[src/rtl/srt_pkg.sv]
`default_nettype none

package srt_pkg;

    localparam int VALUE_W   = 32;
    localparam int CHAR_W    = 8;
    localparam int ALPHA_N   = 16;
    localparam int DIGIT_W   = 4;
    localparam int BASE_W    = 5;
    localparam int CFG_W     = 64;
    localparam int CFG_IDX_W = 2;
    localparam int DIGIT_N   = 32;
    localparam int ND_W      = 6;
    localparam int SLICE_W   = 8;

    localparam logic [CFG_IDX_W-1:0] CFG_BASE_LEN   = 2'd0;
    localparam logic [CFG_IDX_W-1:0] CFG_ALPHA_LOW  = 2'd1;
    localparam logic [CFG_IDX_W-1:0] CFG_ALPHA_HIGH = 2'd2;

    localparam logic [CHAR_W-1:0] CHAR_MINUS = 8'h2D;
    localparam logic [CHAR_W-1:0] CHAR_PLUS  = 8'h2B;

    typedef logic [ALPHA_N*CHAR_W-1:0] t_alphabet;

    typedef struct packed {
        logic               err;
        logic               neg;
        logic [VALUE_W-1:0] mag;
    } t_job;

endpackage

`default_nettype wire

[src/rtl/signed_radix_to_text.sv]
// channel  | handshake                  | beat payload
// ---------+----------------------------+--------------------------------------
// input    | i_in_valid / o_in_stall    | i_value
// output   | o_out_valid / i_out_stall  | o_out_char, o_is_last, o_base_error
// config   | i_cfg_we                   | i_cfg_index, i_cfg_data
//
// An item leaves the queue, the divider produces its digits one by one
// (8 quotient bits per cycle against the 5-bit radix), then the beats follow.
// A two-entry queue decouples input acceptance from digit generation.
// Reset is synchronous, active low; config registers reset to zero.
// Output stall holds the output register and pauses the emit sequence.
`default_nettype none

module signed_radix_to_text #(
    parameter int MAX_BASE = 16
) (
    input  wire logic                               i_clk,
    input  wire logic                               i_rst_n,
    input  wire logic                               i_in_valid,
    output logic                                    o_in_stall,
    input  wire logic signed [srt_pkg::VALUE_W-1:0] i_value,
    output logic                                    o_out_valid,
    input  wire logic                               i_out_stall,
    output logic [srt_pkg::CHAR_W-1:0]              o_out_char,
    output logic                                    o_is_last,
    output logic                                    o_base_error,
    input  wire logic                               i_cfg_we,
    input  wire logic [srt_pkg::CFG_IDX_W-1:0]      i_cfg_index,
    input  wire logic [srt_pkg::CFG_W-1:0]          i_cfg_data
);
    import srt_pkg::*;

    logic [BASE_W-1:0] r_base_len;
    logic [CFG_W-1:0]  r_alpha_low;
    logic [CFG_W-1:0]  r_alpha_high;

    t_alphabet alphabet;
    t_job      push_job;
    t_job      head_job;
    logic      q_push;
    logic      q_pop;
    logic      q_full;
    logic      q_empty;

    always_ff @(posedge i_clk) begin
        if (!i_rst_n) begin
            r_base_len   <= '0;
            r_alpha_low  <= '0;
            r_alpha_high <= '0;
        end else if (i_cfg_we) begin
            unique case (i_cfg_index)
                CFG_BASE_LEN:   r_base_len   <= i_cfg_data[BASE_W-1:0];
                CFG_ALPHA_LOW:  r_alpha_low  <= i_cfg_data;
                CFG_ALPHA_HIGH: r_alpha_high <= i_cfg_data;
                default: begin
                end
            endcase
        end
    end

    assign alphabet = {r_alpha_high, r_alpha_low};

    srt_front #(
        .MAX_BASE(MAX_BASE)
    ) u_front (
        .i_in_valid (i_in_valid),
        .o_in_stall (o_in_stall),
        .i_value    (i_value),
        .i_base_len (r_base_len),
        .i_alphabet (alphabet),
        .i_q_full   (q_full),
        .o_q_push   (q_push),
        .o_q_job    (push_job)
    );

    srt_queue u_queue (
        .i_clk   (i_clk),
        .i_rst_n (i_rst_n),
        .i_push  (q_push),
        .i_job   (push_job),
        .i_pop   (q_pop),
        .o_job   (head_job),
        .o_full  (q_full),
        .o_empty (q_empty)
    );

    srt_back u_back (
        .i_clk        (i_clk),
        .i_rst_n      (i_rst_n),
        .i_q_empty    (q_empty),
        .i_q_job      (head_job),
        .o_q_pop      (q_pop),
        .i_base_len   (r_base_len),
        .i_alphabet   (alphabet),
        .o_out_valid  (o_out_valid),
        .i_out_stall  (i_out_stall),
        .o_out_char   (o_out_char),
        .o_is_last    (o_is_last),
        .o_base_error (o_base_error)
    );

endmodule

`default_nettype wire

[src/rtl/srt_front.sv]
`default_nettype none

module srt_front #(
    parameter int MAX_BASE = 16
) (
    input  wire logic                              i_in_valid,
    output logic                                   o_in_stall,
    input  wire logic signed [srt_pkg::VALUE_W-1:0] i_value,
    input  wire logic [srt_pkg::BASE_W-1:0]        i_base_len,
    input  wire srt_pkg::t_alphabet                i_alphabet,
    input  wire logic                              i_q_full,
    output logic                                   o_q_push,
    output srt_pkg::t_job                          o_q_job
);
    import srt_pkg::*;

    logic               ok;
    logic [VALUE_W-1:0] raw;

    // alphabet check: radix range, no sign chars, no repeats among used chars
    always_comb begin
        ok = (i_base_len >= BASE_W'(2)) && (i_base_len <= BASE_W'(MAX_BASE));
        for (int a = 0; a < ALPHA_N; a++) begin
            if (BASE_W'(a) < i_base_len) begin
                if (i_alphabet[a*CHAR_W +: CHAR_W] == CHAR_MINUS ||
                    i_alphabet[a*CHAR_W +: CHAR_W] == CHAR_PLUS) begin
                    ok = 1'b0;
                end
                for (int b = a + 1; b < ALPHA_N; b++) begin
                    if (BASE_W'(b) < i_base_len &&
                        i_alphabet[b*CHAR_W +: CHAR_W] ==
                        i_alphabet[a*CHAR_W +: CHAR_W]) begin
                        ok = 1'b0;
                    end
                end
            end
        end
    end

    assign raw         = VALUE_W'(i_value);
    assign o_q_job.err = !ok;
    assign o_q_job.neg = raw[VALUE_W-1];
    assign o_q_job.mag = raw[VALUE_W-1] ? (~raw + VALUE_W'(1)) : raw;
    assign o_q_push    = i_in_valid && !i_q_full;
    assign o_in_stall  = i_q_full;

endmodule

`default_nettype wire

[src/rtl/srt_queue.sv]
`default_nettype none

module srt_queue (
    input  wire logic          i_clk,
    input  wire logic          i_rst_n,
    input  wire logic          i_push,
    input  wire srt_pkg::t_job i_job,
    input  wire logic          i_pop,
    output srt_pkg::t_job      o_job,
    output logic               o_full,
    output logic               o_empty
);
    import srt_pkg::*;

    t_job       r_slot [2];
    logic       r_wp;
    logic       r_rp;
    logic [1:0] r_count;

    always_ff @(posedge i_clk) begin
        if (!i_rst_n) begin
            r_wp    <= 1'b0;
            r_rp    <= 1'b0;
            r_count <= 2'd0;
        end else begin
            if (i_push) begin
                r_wp <= !r_wp;
            end
            if (i_pop) begin
                r_rp <= !r_rp;
            end
            if (i_push && !i_pop) begin
                r_count <= r_count + 2'd1;
            end else if (i_pop && !i_push) begin
                r_count <= r_count - 2'd1;
            end
        end
    end

    always_ff @(posedge i_clk) begin
        if (i_push) begin
            r_slot[r_wp] <= i_job;
        end
    end

    assign o_job   = r_slot[r_rp];
    assign o_full  = (r_count == 2'd2);
    assign o_empty = (r_count == 2'd0);

endmodule

`default_nettype wire

[src/rtl/srt_back.sv]
`default_nettype none

module srt_back (
    input  wire logic                        i_clk,
    input  wire logic                        i_rst_n,
    input  wire logic                        i_q_empty,
    input  wire srt_pkg::t_job               i_q_job,
    output logic                             o_q_pop,
    input  wire logic [srt_pkg::BASE_W-1:0]  i_base_len,
    input  wire srt_pkg::t_alphabet          i_alphabet,
    output logic                             o_out_valid,
    input  wire logic                        i_out_stall,
    output logic [srt_pkg::CHAR_W-1:0]       o_out_char,
    output logic                             o_is_last,
    output logic                             o_base_error
);
    import srt_pkg::*;

    localparam logic [2:0] ST_IDLE = 3'd0;
    localparam logic [2:0] ST_ERR  = 3'd1;
    localparam logic [2:0] ST_SIGN = 3'd2;
    localparam logic [2:0] ST_DIV  = 3'd3;
    localparam logic [2:0] ST_EMIT = 3'd4;

    logic [2:0]         r_state;
    logic [VALUE_W-1:0] r_mag;
    logic [DIGIT_W-1:0] r_rem;
    logic [1:0]         r_step;
    logic [ND_W-1:0]    r_nd;
    logic [DIGIT_W-1:0] r_digit [DIGIT_N];
    logic [ND_W-2:0]    r_idx;
    logic               r_out_valid;
    logic [CHAR_W-1:0]  r_out_char;
    logic               r_out_last;
    logic               r_out_err;

    logic [VALUE_W-1:0] n_mag;
    logic [DIGIT_W-1:0] n_rem;
    logic [SLICE_W-1:0] q_bits;
    logic [BASE_W-1:0]  t;
    logic               can_put;
    logic               load_out;

    // restoring division, one byte of dividend per cycle
    always_comb begin
        n_rem  = r_rem;
        q_bits = '0;
        t      = '0;
        for (int i = SLICE_W - 1; i >= 0; i--) begin
            t = {n_rem, r_mag[VALUE_W-SLICE_W+i]};
            if (t >= i_base_len) begin
                q_bits[i] = 1'b1;
                n_rem     = DIGIT_W'(t - i_base_len);
            end else begin
                n_rem = t[DIGIT_W-1:0];
            end
        end
        n_mag = {r_mag[VALUE_W-SLICE_W-1:0], q_bits};
    end

    assign can_put  = !r_out_valid || !i_out_stall;
    // a new beat enters the output register this cycle
    assign load_out = can_put &&
                      (r_state == ST_ERR || r_state == ST_SIGN || r_state == ST_EMIT);
    assign o_q_pop  = (r_state == ST_IDLE) && !i_q_empty;

    always_ff @(posedge i_clk) begin
        if (!i_rst_n) begin
            r_state     <= ST_IDLE;
            r_out_valid <= 1'b0;
            r_step      <= 2'd0;
            r_nd        <= '0;
            r_idx       <= '0;
            r_rem       <= '0;
        end else begin
            if (load_out) begin
                r_out_valid <= 1'b1;
            end else if (!i_out_stall) begin
                r_out_valid <= 1'b0;
            end
            unique case (r_state)
                ST_IDLE: begin
                    if (!i_q_empty) begin
                        r_mag  <= i_q_job.mag;
                        r_rem  <= '0;
                        r_step <= 2'd0;
                        r_nd   <= '0;
                        if (i_q_job.err) begin
                            r_state <= ST_ERR;
                        end else if (i_q_job.neg) begin
                            r_state <= ST_SIGN;
                        end else begin
                            r_state <= ST_DIV;
                        end
                    end
                end
                ST_ERR: begin
                    if (can_put) begin
                        r_out_char  <= '0;
                        r_out_last  <= 1'b1;
                        r_out_err   <= 1'b1;
                        r_state     <= ST_IDLE;
                    end
                end
                ST_SIGN: begin
                    if (can_put) begin
                        r_out_char  <= CHAR_MINUS;
                        r_out_last  <= 1'b0;
                        r_out_err   <= 1'b0;
                        r_state     <= ST_DIV;
                    end
                end
                ST_DIV: begin
                    r_mag  <= n_mag;
                    r_step <= r_step + 2'd1;
                    if (r_step == 2'd3) begin
                        // a digit is complete, n_mag is the quotient
                        r_digit[r_nd[ND_W-2:0]] <= n_rem;
                        r_nd  <= r_nd + ND_W'(1);
                        r_rem <= '0;
                        if (n_mag == '0 || r_nd == ND_W'(DIGIT_N - 1)) begin
                            r_idx   <= r_nd[ND_W-2:0];
                            r_state <= ST_EMIT;
                        end
                    end else begin
                        r_rem <= n_rem;
                    end
                end
                ST_EMIT: begin
                    if (can_put) begin
                        r_out_char  <= i_alphabet[r_digit[r_idx]*CHAR_W +: CHAR_W];
                        r_out_last  <= (r_idx == '0);
                        r_out_err   <= 1'b0;
                        if (r_idx == '0) begin
                            r_state <= ST_IDLE;
                        end else begin
                            r_idx <= r_idx - (ND_W-1)'(1);
                        end
                    end
                end
                default: begin
                    r_state <= ST_IDLE;
                end
            endcase
        end
    end

    assign o_out_valid  = r_out_valid;
    assign o_out_char   = r_out_char;
    assign o_is_last    = r_out_last;
    assign o_base_error = r_out_err;

endmodule

`default_nettype wire
[config.mk]
export PLATFORM = sky130hd
export DESIGN_NAME = signed_radix_to_text
export DESIGN_NICKNAME = d
export VERILOG_FILES = /design/src/rtl/srt_pkg.sv /design/src/rtl/signed_radix_to_text.sv /design/src/rtl/srt_front.sv /design/src/rtl/srt_queue.sv /design/src/rtl/srt_back.sv
export SDC_FILE = /design/constraint.sdc
export NUM_CORES = 2
export LEC_CHECK = 0
export BUFFER_PORTS_ARGS = -buffer_cell sky130_fd_sc_hd__buf_2
export CAP_MARGIN = 20
export CORE_MARGIN = 5
export CORE_UTILIZATION = 45
export CTS_CLUSTER_SIZE = 40
export DETAILED_ROUTE_END_ITERATION = 6
export PLACE_DENSITY_LB_ADDON = 0.25
export REMOVE_ABC_BUFFERS = 1
export SLEW_MARGIN = 20
export SYNTH_ARGS = -nofsm -noshare
export SYNTH_HDL_FRONTEND = slang
export SYNTH_HIERARCHICAL = 1
export SYNTH_SLANG_ARGS = --single-unit
[constraint.sdc]
create_clock -name i_clk -period 16.2 [get_ports i_clk]
set_clock_uncertainty 0.15 [all_clocks]
set_input_delay 2.43 -clock i_clk [delete_from_list [all_inputs] [get_ports i_clk]]
set_output_delay 2.43 -clock i_clk [all_outputs]
set_load 0.1 [all_outputs]
==> qor.csv <==
metric,value,unit
synthCells,3352,
critical_path.max_fanout,14,
grt.total_usage,0.266,
gp_congestion,1.03,
synthFlopType,edfxtp_1,
clockRootBuffer,clkbuf_16,
layoutNonFillerInstCount,4293,
clock_latency,0.60,ns
critPathLaunchType,flip-flop,
drive_gt1_frac,0.135,
maxCapViolCount,0,
hold_viol_final,0,
num_vias,25700,
slew_viol_final,0,
max_stage_delay,0.75,ns
ys_types,79,
postSynth.asyncResetShare,0,
crit_type,reg -> reg,
postRouteAntennaNets,0,
fp.dieArea,76700,sq um
final.period_utilization,0.941,
synth_edf_count,238,
yosysWarnings,6,
antenna_found_initial,2,
routed.top_layer,met5,
finalSetupViolCount,0,
wire_per_inst,25.2,um
first_iter_violations,3207,
status,"complete, no violations",
netlist_area,32100,sq um
hp-class,reg -> reg,
ios,115,
met2_length,45300,um
nets,3466,
ctsResizeCount,0,
core.rowCount,98,
viasPerCell,6.00,
min_period,15.24,ns
syn_avg_cell_area,9.57,sq um
clockBufferDepth,3,
cp_data_required_time,16.52,ns
grt_pass1_vias,24600,
htreeDepth,2,
floorplan.initialDensity,0.451,
wl_met1,45600,um
yosysSeqAreaShare,0.325,
numCtsBuffers,44,
syn_to_final_growth,7.96,%
cts_sinks,402,
clk_pin_slew,0.06,ns
max_freq,0.0656,GHz
cts_tree,yes,
gr-total-overflow,0,
die_w,277,um
whs,0.308,ns
post-place-cells,4208,
port_buffers,114,
crit_slowest_cell,dfxtp_1,
route.met3.wl,10800,um
hpwlAfterDp,67800,um
die-height,277,um
drtPass1Iterations,6,
routed_wl,108000,um
core_area,71100,sq um
fin_setup_tns,0,ns
crit_path_frequent_cell,a21o_1,
relSlewSlack,0.194,
drc_errors,0,
end_kind,flip-flop,
crit_arrival,15.56,ns
grt_max_degree,80,
grt_pass1_wl,159000,um
post-cts-setup-buffer-count,0,
yosys_register_bits,402,
rsz0062_at_grt,no,
holdBufCountCts,0,
tightest_slew,1.21,ns
worst paths after layout:
kind | startpoint | end | slack [ns] | cells past startpoint
max | r_base_len[0]$_SDFFE_PN0P_ | flip-flop | 0.96 | 58
min | r_alpha_low[35]$_SDFFE_PN0P_ | r_alpha_low[35]$_SDFFE_PN0P_ | 0.31 | 2
max reg2reg | r_base_len[0]$_SDFFE_PN0P_ | flip-flop | 0.96 | 58
min reg2reg | r_alpha_low[35]$_SDFFE_PN0P_ | r_alpha_low[35]$_SDFFE_PN0P_ | 0.31 | 2
cells in the final DEF (no fill, tap or decap), types with 27 or more instances in the layout:
master / netlist / routed
a211oi_1: 27 / 27
a21o_1: 37 / 37
a21oi_1: 60 / 58
a31oi_1: 32 / 32
buf_2: 239 / 113
buf_4: 19 / 151
clkbuf_16: 0 / 44
dfxtp_1: 164 / 158
edfxtp_1: 238 / 238
ha_1: 49 / 49
inv_1: 45 / 45
mux2_2: 56 / 56
mux2i_1: 198 / 196
mux4_2: 33 / 33
nand2_1: 329 / 329
nand3_1: 35 / 35
nand4_1: 166 / 166
nor2_1: 79 / 78
nor3_1: 70 / 69
nor4_1: 107 / 107
o21ai_0: 34 / 34
xnor2_1: 693 / 693
xor2_1: 332 / 332
layer usage:
metal,track usage,vias up
li1,-,11500
met1,0.367,12300
met5,0,-
met2,0.396,1474
met4,0.131,2
met3,0.0600,408
sequential cells by signal, indices dropped and copies added (netlist names), 6 cells and up, named ones only:
signal             flops
r_alpha_high          64
r_alpha_low           64
u_back/o_out_char      8
u_back/r_digit       128
u_back/r_mag          32
u_back/r_nd            6
u_queue/r_slot        68
critical path: cells and delay by family (launching register included):
| family | cells | cell delay, ns |
|---|---|---|
| simple gates | 3 | 0.69 |
| flops | 1 | 0.75 |
| buf+inv | 5 | 0.34 |
| compound gates | 36 | 8.39 |
| fa+ha+maj | 8 | 2.12 |
| mux | 6 | 2.63 |
cell usage after synthesis, types with 13 or more instances:
master / n / area share
a211oi_1: 27 / 0.0063
a21o_1: 37 / 0.0087
a21oi_1: 60 / 0.0094
a31oi_1: 32 / 0.0062
buf_2: 239 / 0.037
buf_4: 19 / 0.0044
clkbuf_1: 79 / 0.0092
dfxtp_1: 164 / 0.10
edfxtp_1: 238 / 0.22
ha_1: 49 / 0.019
inv_1: 45 / 0.0053
mux2_2: 56 / 0.020
mux2i_1: 198 / 0.062
mux4_2: 33 / 0.023
nand2_1: 329 / 0.038
nand2b_1: 16 / 0.0031
nand3_1: 35 / 0.0055
nand4_1: 166 / 0.032
nor2_1: 79 / 0.0092
nor2b_1: 22 / 0.0043
nor3_1: 70 / 0.011
nor4_1: 107 / 0.021
o21ai_0: 34 / 0.0053
o22ai_1: 13 / 0.0025
o31ai_1: 13 / 0.0030
xnor2_1: 693 / 0.19
xor2_1: 332 / 0.091
kinds of logic after synthesis:
logic type | count (synthesis) | synth area share
muxes | 287 | 0.105
adders and majority gates | 57 | 0.0241
AOI/OAI and AO/OA | 289 | 0.0624
xor gates and xnor gates | 1025 | 0.280
buffers and inverters | 404 | 0.0642
and+or+nand+nor | 888 | 0.140
DFF | 402 | 0.325
area by class of cell:
class	instances	area, sq um
Clock inverter	29	314
Inverter	45	169
Sequential cell	402	10400
Fill cell	6717	36500
Timing Repair Buffer	267	1750
Tap cell	950	1190
Clock buffer	53	1140
Antenna cell	1	2.50
Multi-Input combinational cell	2546	19600
through the flow:
step                 util  worst slack (ns)  instance area, sq um
finish              0.487             0.957                 34600
global route        0.487             0.104                 34600
CTS                 0.486             0.672                 34600
detailed placement  0.466             0.806                 33100
global placement    0.466              1.01                 33100
floorplan               -              2.35                 30200
Power is left out: the tool's default activity adds up to more than one toggle a clock period on the data nets, which glitch-free logic cannot reach.
